File: src/rtl/tlc_pkg.sv
// shared types and constants of the traffic light controller
`timescale 1ns / 1ps

package tlc_pkg;

	localparam int unsigned DebounceW = 8;
	localparam int unsigned TimeW     = 16;
	localparam int unsigned CfgIdxW   = 3;

	typedef enum logic [2:0] {
		PH_RED_MIN  = 3'd0,
		PH_RED_REST = 3'd1,
		PH_GREEN    = 3'd2,
		PH_B1_OFF   = 3'd3,
		PH_B1_ON    = 3'd4,
		PH_B2_OFF   = 3'd5,
		PH_B2_ON    = 3'd6,
		PH_YELLOW   = 3'd7
	} phase_t;

	typedef enum logic [1:0] {
		LAMP_NONE   = 2'd0,
		LAMP_RED    = 2'd1,
		LAMP_GREEN  = 2'd2,
		LAMP_YELLOW = 2'd3
	} lamp_t;

	typedef enum logic [CfgIdxW-1:0] {
		REG_DEBOUNCE = 3'd0,
		REG_RED_MIN  = 3'd1,
		REG_RED_REST = 3'd2,
		REG_GREEN    = 3'd3,
		REG_BLINK    = 3'd4,
		REG_YELLOW   = 3'd5
	} cfg_reg_t;

	localparam logic [DebounceW-1:0] DebounceReset = 8'd5;
	localparam logic [TimeW-1:0]     RedMinReset   = 16'd2000;
	localparam logic [TimeW-1:0]     RedRestReset  = 16'd6000;
	localparam logic [TimeW-1:0]     GreenReset    = 16'd2000;
	localparam logic [TimeW-1:0]     BlinkReset    = 16'd100;
	localparam logic [TimeW-1:0]     YellowReset   = 16'd1000;

	typedef struct packed {
		logic [TimeW-1:0] red_min;
		logic [TimeW-1:0] red_rest;
		logic [TimeW-1:0] green;
		logic [TimeW-1:0] blink;
		logic [TimeW-1:0] yellow;
	} timing_t;

	typedef struct packed {
		logic   request;
		phase_t phase;
		lamp_t  lamp;
	} result_t;

endpackage

File: src/rtl/tlc_debounce.sv
// button debouncer making a single press event per held press
`timescale 1ns / 1ps

module tlc_debounce
	import tlc_pkg::*;
(
	input  logic                 clk,
	input  logic                 arst_n,
	input  logic                 en,
	input  logic                 level,
	input  logic [DebounceW-1:0] debounce_ms,
	output logic                 press
);

	logic [DebounceW-1:0] hold_count_q;
	logic                 holding_q;
	logic [DebounceW-1:0] hold_next;
	logic [DebounceW-1:0] held_time;
	logic                 past_limit;

	// held time is the saturated count minus one, so it tops out one below max
	always_comb begin
		hold_next  = (hold_count_q == {DebounceW{1'b1}}) ? hold_count_q
			: hold_count_q + 1'b1;
		held_time  = (hold_count_q == {DebounceW{1'b1}}) ? hold_count_q - 1'b1
			: hold_count_q;
		past_limit = level && (held_time > debounce_ms);
		press      = past_limit && !holding_q;
	end

	always_ff @(posedge clk or negedge arst_n) begin
		if (!arst_n) begin
			hold_count_q <= '0;
			holding_q    <= 1'b0;
		end else if (en) begin
			if (level) begin
				hold_count_q <= hold_next;
				if (past_limit)
					holding_q <= 1'b1;
			end else begin
				hold_count_q <= '0;
				holding_q    <= 1'b0;
			end
		end
	end

endmodule

File: src/rtl/tlc_sequencer.sv
// eight-phase light sequencer with crossing request latch
`timescale 1ns / 1ps

module tlc_sequencer
	import tlc_pkg::*;
(
	input  logic    clk,
	input  logic    arst_n,
	input  logic    en,
	input  logic    press,
	input  timing_t timing,
	output result_t result
);

	phase_t           phase_q, phase_d;
	lamp_t            lamp_q, lamp_d;
	logic             request_q, request_d;
	logic [TimeW-1:0] elapsed_q, elapsed_d;
	logic             request_set;
	logic             done;

	// elapsed + 1 > duration is the same as elapsed >= duration with saturation
	always_comb begin
		request_set = request_q || (press && (phase_q != PH_GREEN));
		request_d   = request_set;
		phase_d     = phase_q;
		lamp_d      = lamp_q;
		done        = 1'b0;
		elapsed_d   = (elapsed_q == {TimeW{1'b1}}) ? elapsed_q : elapsed_q + 1'b1;
		case (phase_q)
			PH_RED_MIN: begin
				done    = elapsed_q >= timing.red_min;
				phase_d = done ? PH_RED_REST : phase_q;
			end
			PH_RED_REST: begin
				done = (elapsed_q >= timing.red_rest) || request_set;
				if (done) begin
					phase_d   = PH_GREEN;
					lamp_d    = LAMP_GREEN;
					request_d = 1'b0;
				end
			end
			PH_GREEN: begin
				done = elapsed_q >= timing.green;
				if (done) begin
					phase_d = PH_B1_OFF;
					lamp_d  = LAMP_NONE;
				end
			end
			PH_B1_OFF: begin
				done = elapsed_q >= timing.blink;
				if (done) begin
					phase_d = PH_B1_ON;
					lamp_d  = LAMP_GREEN;
				end
			end
			PH_B1_ON: begin
				done = elapsed_q >= timing.blink;
				if (done) begin
					phase_d = PH_B2_OFF;
					lamp_d  = LAMP_NONE;
				end
			end
			PH_B2_OFF: begin
				done = elapsed_q >= timing.blink;
				if (done) begin
					phase_d = PH_B2_ON;
					lamp_d  = LAMP_GREEN;
				end
			end
			PH_B2_ON: begin
				done = elapsed_q >= timing.blink;
				if (done) begin
					phase_d = PH_YELLOW;
					lamp_d  = LAMP_YELLOW;
				end
			end
			default: begin
				done = elapsed_q >= timing.yellow;
				if (done) begin
					phase_d = PH_RED_MIN;
					lamp_d  = LAMP_RED;
				end
			end
		endcase
		if (done)
			elapsed_d = '0;
		result.lamp    = lamp_d;
		result.phase   = phase_d;
		result.request = request_d;
	end

	always_ff @(posedge clk or negedge arst_n) begin
		if (!arst_n) begin
			phase_q   <= PH_YELLOW;
			lamp_q    <= LAMP_NONE;
			request_q <= 1'b0;
			elapsed_q <= '0;
		end else if (en) begin
			phase_q   <= phase_d;
			lamp_q    <= lamp_d;
			request_q <= request_d;
			elapsed_q <= elapsed_d;
		end
	end

endmodule

File: src/rtl/traffic_light_with_crossing_request.sv
// Traffic light controller with a pedestrian crossing button, top level.
// Each input item is one millisecond tick carrying the sampled button level;
// each tick gives exactly one result item with the lamp, the phase and the
// pending crossing request as they stand after that tick. The block takes
// one item per clock cycle while results are taken: the item is held in an
// input register, goes through the debouncer and the phase sequencer in short
// logic (counter increments and compares) and lands in the result register.
// While a result waits, the input register still takes one more item, and
// after that the input stalls until the result is taken. Durations are to be
// written on the configuration channel while idle; the block does not enforce
// it. Index 0 debounce time (8 bit), 1 red minimum, 2 red remainder, 3 green,
// 4 blink half, 5 yellow (16 bit each, from cfg_data); other indexes are
// dropped. The lamp reads none after reset until the yellow phase first ends.
`timescale 1ns / 1ps

module traffic_light_with_crossing_request
	import tlc_pkg::*;
(
	input  logic               clk,
	input  logic               arst_n,
	// input ticks
	input  logic               s_tvalid,
	output logic               s_tready,
	input  logic [7:0]         s_tdata,   // [0] button_level, rest zero padding
	// result items
	output logic               m_tvalid,
	input  logic               m_tready,
	output logic [7:0]         m_tdata,   // [1:0] lamp, [4:2] phase, [5] request_pending
	// configuration writes
	input  logic               cfg_valid,
	output logic               cfg_ready,
	input  logic [CfgIdxW-1:0] cfg_index,
	input  logic [TimeW-1:0]   cfg_data
);

	logic                 valid_s1;
	logic                 button_s1;
	logic                 advance;
	logic                 press;
	result_t              result;
	logic [DebounceW-1:0] debounce_q;
	timing_t              timing_q;
	logic                 out_valid_q;
	result_t              out_q;

	// item moves from the input register into the result register
	assign advance  = valid_s1 && (!out_valid_q || m_tready);
	assign s_tready = !valid_s1 || advance;
	assign cfg_ready = 1'b1;

	// input register
	always_ff @(posedge clk or negedge arst_n) begin
		if (!arst_n) begin
			valid_s1 <= 1'b0;
		end else if (s_tready) begin
			valid_s1 <= s_tvalid;
		end
	end

	always_ff @(posedge clk) begin
		if (s_tvalid && s_tready)
			button_s1 <= s_tdata[0];
	end

	// configuration registers
	always_ff @(posedge clk or negedge arst_n) begin
		if (!arst_n) begin
			debounce_q        <= DebounceReset;
			timing_q.red_min  <= RedMinReset;
			timing_q.red_rest <= RedRestReset;
			timing_q.green    <= GreenReset;
			timing_q.blink    <= BlinkReset;
			timing_q.yellow   <= YellowReset;
		end else if (cfg_valid) begin
			case (cfg_index)
				REG_DEBOUNCE: debounce_q        <= cfg_data[DebounceW-1:0];
				REG_RED_MIN:  timing_q.red_min  <= cfg_data;
				REG_RED_REST: timing_q.red_rest <= cfg_data;
				REG_GREEN:    timing_q.green    <= cfg_data;
				REG_BLINK:    timing_q.blink    <= cfg_data;
				REG_YELLOW:   timing_q.yellow   <= cfg_data;
				default: ;
			endcase
		end
	end

	// debouncer state steps once per item
	tlc_debounce u_debounce (
		.clk         (clk),
		.arst_n      (arst_n),
		.en          (advance),
		.level       (button_s1),
		.debounce_ms (debounce_q),
		.press       (press)
	);

	// sequencer gives the post-tick lamp, phase and request
	tlc_sequencer u_sequencer (
		.clk    (clk),
		.arst_n (arst_n),
		.en     (advance),
		.press  (press),
		.timing (timing_q),
		.result (result)
	);

	// result register
	always_ff @(posedge clk or negedge arst_n) begin
		if (!arst_n) begin
			out_valid_q <= 1'b0;
		end else if (advance) begin
			out_valid_q <= 1'b1;
		end else if (m_tready) begin
			out_valid_q <= 1'b0;
		end
	end

	always_ff @(posedge clk) begin
		if (advance)
			out_q <= result;
	end

	assign m_tvalid = out_valid_q;
	assign m_tdata  = {2'b00, out_q.request, out_q.phase, out_q.lamp};

endmodule

File: config.mk
export PLATFORM = sky130hd
export DESIGN_NAME = traffic_light_with_crossing_request
export DESIGN_NICKNAME = d
export VERILOG_FILES = /design/src/rtl/tlc_pkg.sv /design/src/rtl/tlc_debounce.sv /design/src/rtl/tlc_sequencer.sv /design/src/rtl/traffic_light_with_crossing_request.sv
export SDC_FILE = /design/constraint.sdc
export NUM_CORES = 1
export LEC_CHECK = 0
export BUFFER_PORTS_ARGS = -buffer_cell sky130_fd_sc_hd__buf_2
export CAP_MARGIN = 15
export CORE_MARGIN = 2
export CORE_UTILIZATION = 45
export CTS_BUF_LIST = sky130_fd_sc_hd__clkbuf_16
export CTS_CLUSTER_DIAMETER = 40
export DETAILED_ROUTE_END_ITERATION = 8
export GPL_TIMING_DRIVEN = 1
export SYNTH_ARGS = -nofsm -noshare
export SYNTH_HDL_FRONTEND = slang
export SYNTH_SLANG_ARGS = --single-unit
export TNS_END_PERCENT = 20
File: constraint.sdc
create_clock -name clk -period 3.9 [get_ports clk]
set_input_delay 0 -clock clk [delete_from_list [all_inputs] [get_ports clk]]
set_output_delay 0 -clock clk [all_outputs]
set_load 0.1 [all_outputs]
==> results.ini <==
[route]
dr_total_vias=5967
drcViolationCount=0
vias_per_cell=5.47
drtPass1Iterations=6
routed_wl_mm=18.4
post_drt_wl_per_cell_um=16.9
drtAntennaViolNets=0
drt_iter0_drc=347

[global_route]
grt_pass1_wl_mm=30.7
antenna_found_initial=0
grt_usage_pct=21.7
grt_start_max_net_pins=48
grt_pass1_vias=5990
grt_overflow=0

[critical_path]
critPathLaunchType=register
startpoint=u_debounce.hold_count_q[0]
crit_fanout=9
worst-endpoint-arrival_ns=3.78
r2r_cells=15
r2r_start=u_debounce.hold_count_q[0]
end_kind=register
path_class=register to register
required_ns=4.25

[timing]
setup_violations=0
tns_ns=0
maxSlewViolCount=0
fin_crit_ns=3.43
fin_crit_sh_pct=87.9
max-slew-margin-rel_pct=27.2
hold_violations=0
whs_ns=0.0471
clock_skew_ns=0.00815
worst_pin_slew_ns=1.09
fmax_ghz=0.292
rsz0062_at_grt=false
fin_ws_ns=0.471

[power_and_ir_drop]
p_leak_nw=4.11
ir_drop_mv=0.343
p_per_area_nw_per_um2=596

[yosys]
async_flop_share_pct=94.5
syn_inst=809
synth_xor_area_share_pct=0.456
synth_compound_area_share_pct=16.7
post-synth-top-count-cell=nand2_1
synthAdderAreaFrac_pct=14.8
synth_seq_cells=128
synth_top_family_by_area=compound AO/OA/AOI/OAI gates
synth_common_cells=nand2_1 (96), inv_1 (94), ha_1 (91), dfrtp_1 (88), o21ai_0 (81)
synth_largest_area_cell=dfrtp_1
avgSynthCellArea_um2=9.50
muxShareOfSynthArea_pct=5.57
ys_seq_area_share_pct=42.7
yosysWarnings=0
synthesis.area_um2=7690
synth.area.top_cells=dfrtp_1 (29%), ha_1 (15%), dfstp_2 (11%), mux2_2 (5.6%), o21ai_0 (5.3%)
yosys.area_share.simple_pct=13.1
synth_top_area_share_pct=28.7
synth_cell_types=65
synth_flop_cell=dfrtp_1
synth_edf_count=7

[clock_tree]
post-cts-setup-buffer-count=0
cts_root_buf=clkbuf_16
htree_num_levels=4
clock_latency_ns=0.42
clkTransAtPathRegs_ns=0.06
clock-sinks=128
cts_buffer_depth=2
cts_buffers=17
cts_tree=yes

[floorplanning]
core_um2=16600
initial_core_util_pct=46.2
dieArea_um2=18100
dieWidth_um=135
ios=43
die_h_um=135
rows=47

[placement]
gp_congestion=0.823
dpl_cell_area_um2=8060
place_ws_ns=0.337
dp.final_hpwl_mm=13.2
dp_cells=1037
io_buffers=32

[finish]
syn2layout_area_growth_pct=15.1
diodes=0
nNetsFinal=981
fin_area_um2=8850
finalNonFillerCells=1091
layout-drive-gt1-share_pct=17.3

[hold_path]
hp-start=cfg_index[0]
hp-class=primary input to register
worstHoldPathCells=4

[run]
cap_viol_max_count=0

[outcome]
status=complete, no violations

report_power, final:
group	switching (mW)	internal [mW]
logic	1.10	0.719
registers	0.254	1.70
clock network	0.580	0.922
total	1.93	3.35
cell families after synthesis:
logic type	count (synthesis)
AO/OA/AOI/OAI	203
XOR/XNOR	4
adder cells (fa/ha/maj)	91
buffers and inverters	129
flip-flops	128
multiplexers	38
other	2
AND/OR/NAND/NOR	214
final timing paths:
path,to,slack [ns]
worst max register to register,u_sequencer.elapsed_q[7],0.47
max in group asynchronous,timing_q[36],2.80
min in group asynchronous,timing_q[59],0.13
worst max-delay path,u_sequencer.elapsed_q[7],0.47
worst min-delay path,timing_q[50],0.05
worst min register to register,u_sequencer.request_q,0.50
flip-flops by register name, indices dropped and copies added (netlist names):
register                 cells
timing_q                    80
u_sequencer.lamp_q           2
u_sequencer.request_q        1
u_sequencer.elapsed_q       16
debounce_q                   8
m_tdata                      6
m_tvalid                     1
u_debounce.hold_count_q      8
button_s1                    1
valid_s1                     1
u_debounce.holding_q         1
u_sequencer.phase_q          3
cells in the final DEF (no fill, tap or decap), types with 3 or more instances in the layout:
| cell type | instances |
|---|---|
| nand2_1 | 96 |
| ha_1 | 91 |
| dfstp_2 | 33 |
| buf_2 | 31 |
| o21ai_1 | 3 |
| a211o_1 | 8 |
| or3_1 | 8 |
| and3_1 | 6 |
| clkbuf_16 | 17 |
| a21oi_1 | 40 |
| o211ai_1 | 7 |
| clkinv_1 | 3 |
| a211oi_1 | 9 |
| buf_4 | 11 |
| nand2b_1 | 10 |
| conb_1 | 3 |
| o21ai_0 | 81 |
| inv_1 | 97 |
| o31ai_1 | 3 |
| or4_1 | 3 |
| edfxtp_1 | 7 |
| nor2_1 | 27 |
| nand3_1 | 20 |
| nand4_1 | 18 |
| dfrtp_1 | 88 |
| a21o_1 | 8 |
| dlygate4sd3_1 | 21 |
| nor3_1 | 9 |
| mux2_2 | 38 |
| o21a_1 | 9 |
| o22ai_1 | 5 |
| clkinv_2 | 3 |
critical path: stages, from the launching register on:
cell and delay, ns:
dfrtp_1 0.45, ha_1 0.23, nand2_1 0.10, nor2_1 0.18
and2_1 0.29, a21boi_0 0.15, ha_1 0.29, nand2_1 0.08
nor3_1 0.24, a211o_1 0.15, o21bai_2 0.09, o21ai_1 0.23
a41oi_2 0.21, buf_4 0.22, or3_1 0.37, o21ai_2 0.07
per-stage QoR:
stage	util, %	total power, mW
2_1_floorplan	-	3.26
4_1_cts	53.0	5.31
3_3_place_gp	48.4	3.67
3_5_place_dp	48.4	3.75
6_report	53.2	5.28
5_1_grt	53.2	5.65
layout make-up:
| class | instances | area (µm²) |
|---|---|---|
| Clock buffer | 17 | 425 |
| Clock inverter | 15 | 129 |
| Fill cell | 1494 | 7790 |
| Inverter | 94 | 353 |
| Multi-Input combinational cell | 553 | 3910 |
| Sequential cell | 128 | 3280 |
| Tap cell | 220 | 275 |
| Timing Repair Buffer | 64 | 475 |
routing by layer:
metal | GRT usage (%) | routed length [µm]
met1 | 28.4 | 8590
met2 | 36.2 | 8790
met3 | 4.80 | 682
met4 | 6.32 | 363
met5 | 0 | 0
repair_timing:
action | in CTS | in global routing
setup endpoints to repair | 0 | 1
endpoints found under the hold margin | 137 | 0
resized for setup | 0 | 1
hold buffers | 21 | 0
Note: power is estimated with default switching activity, not from simulation.
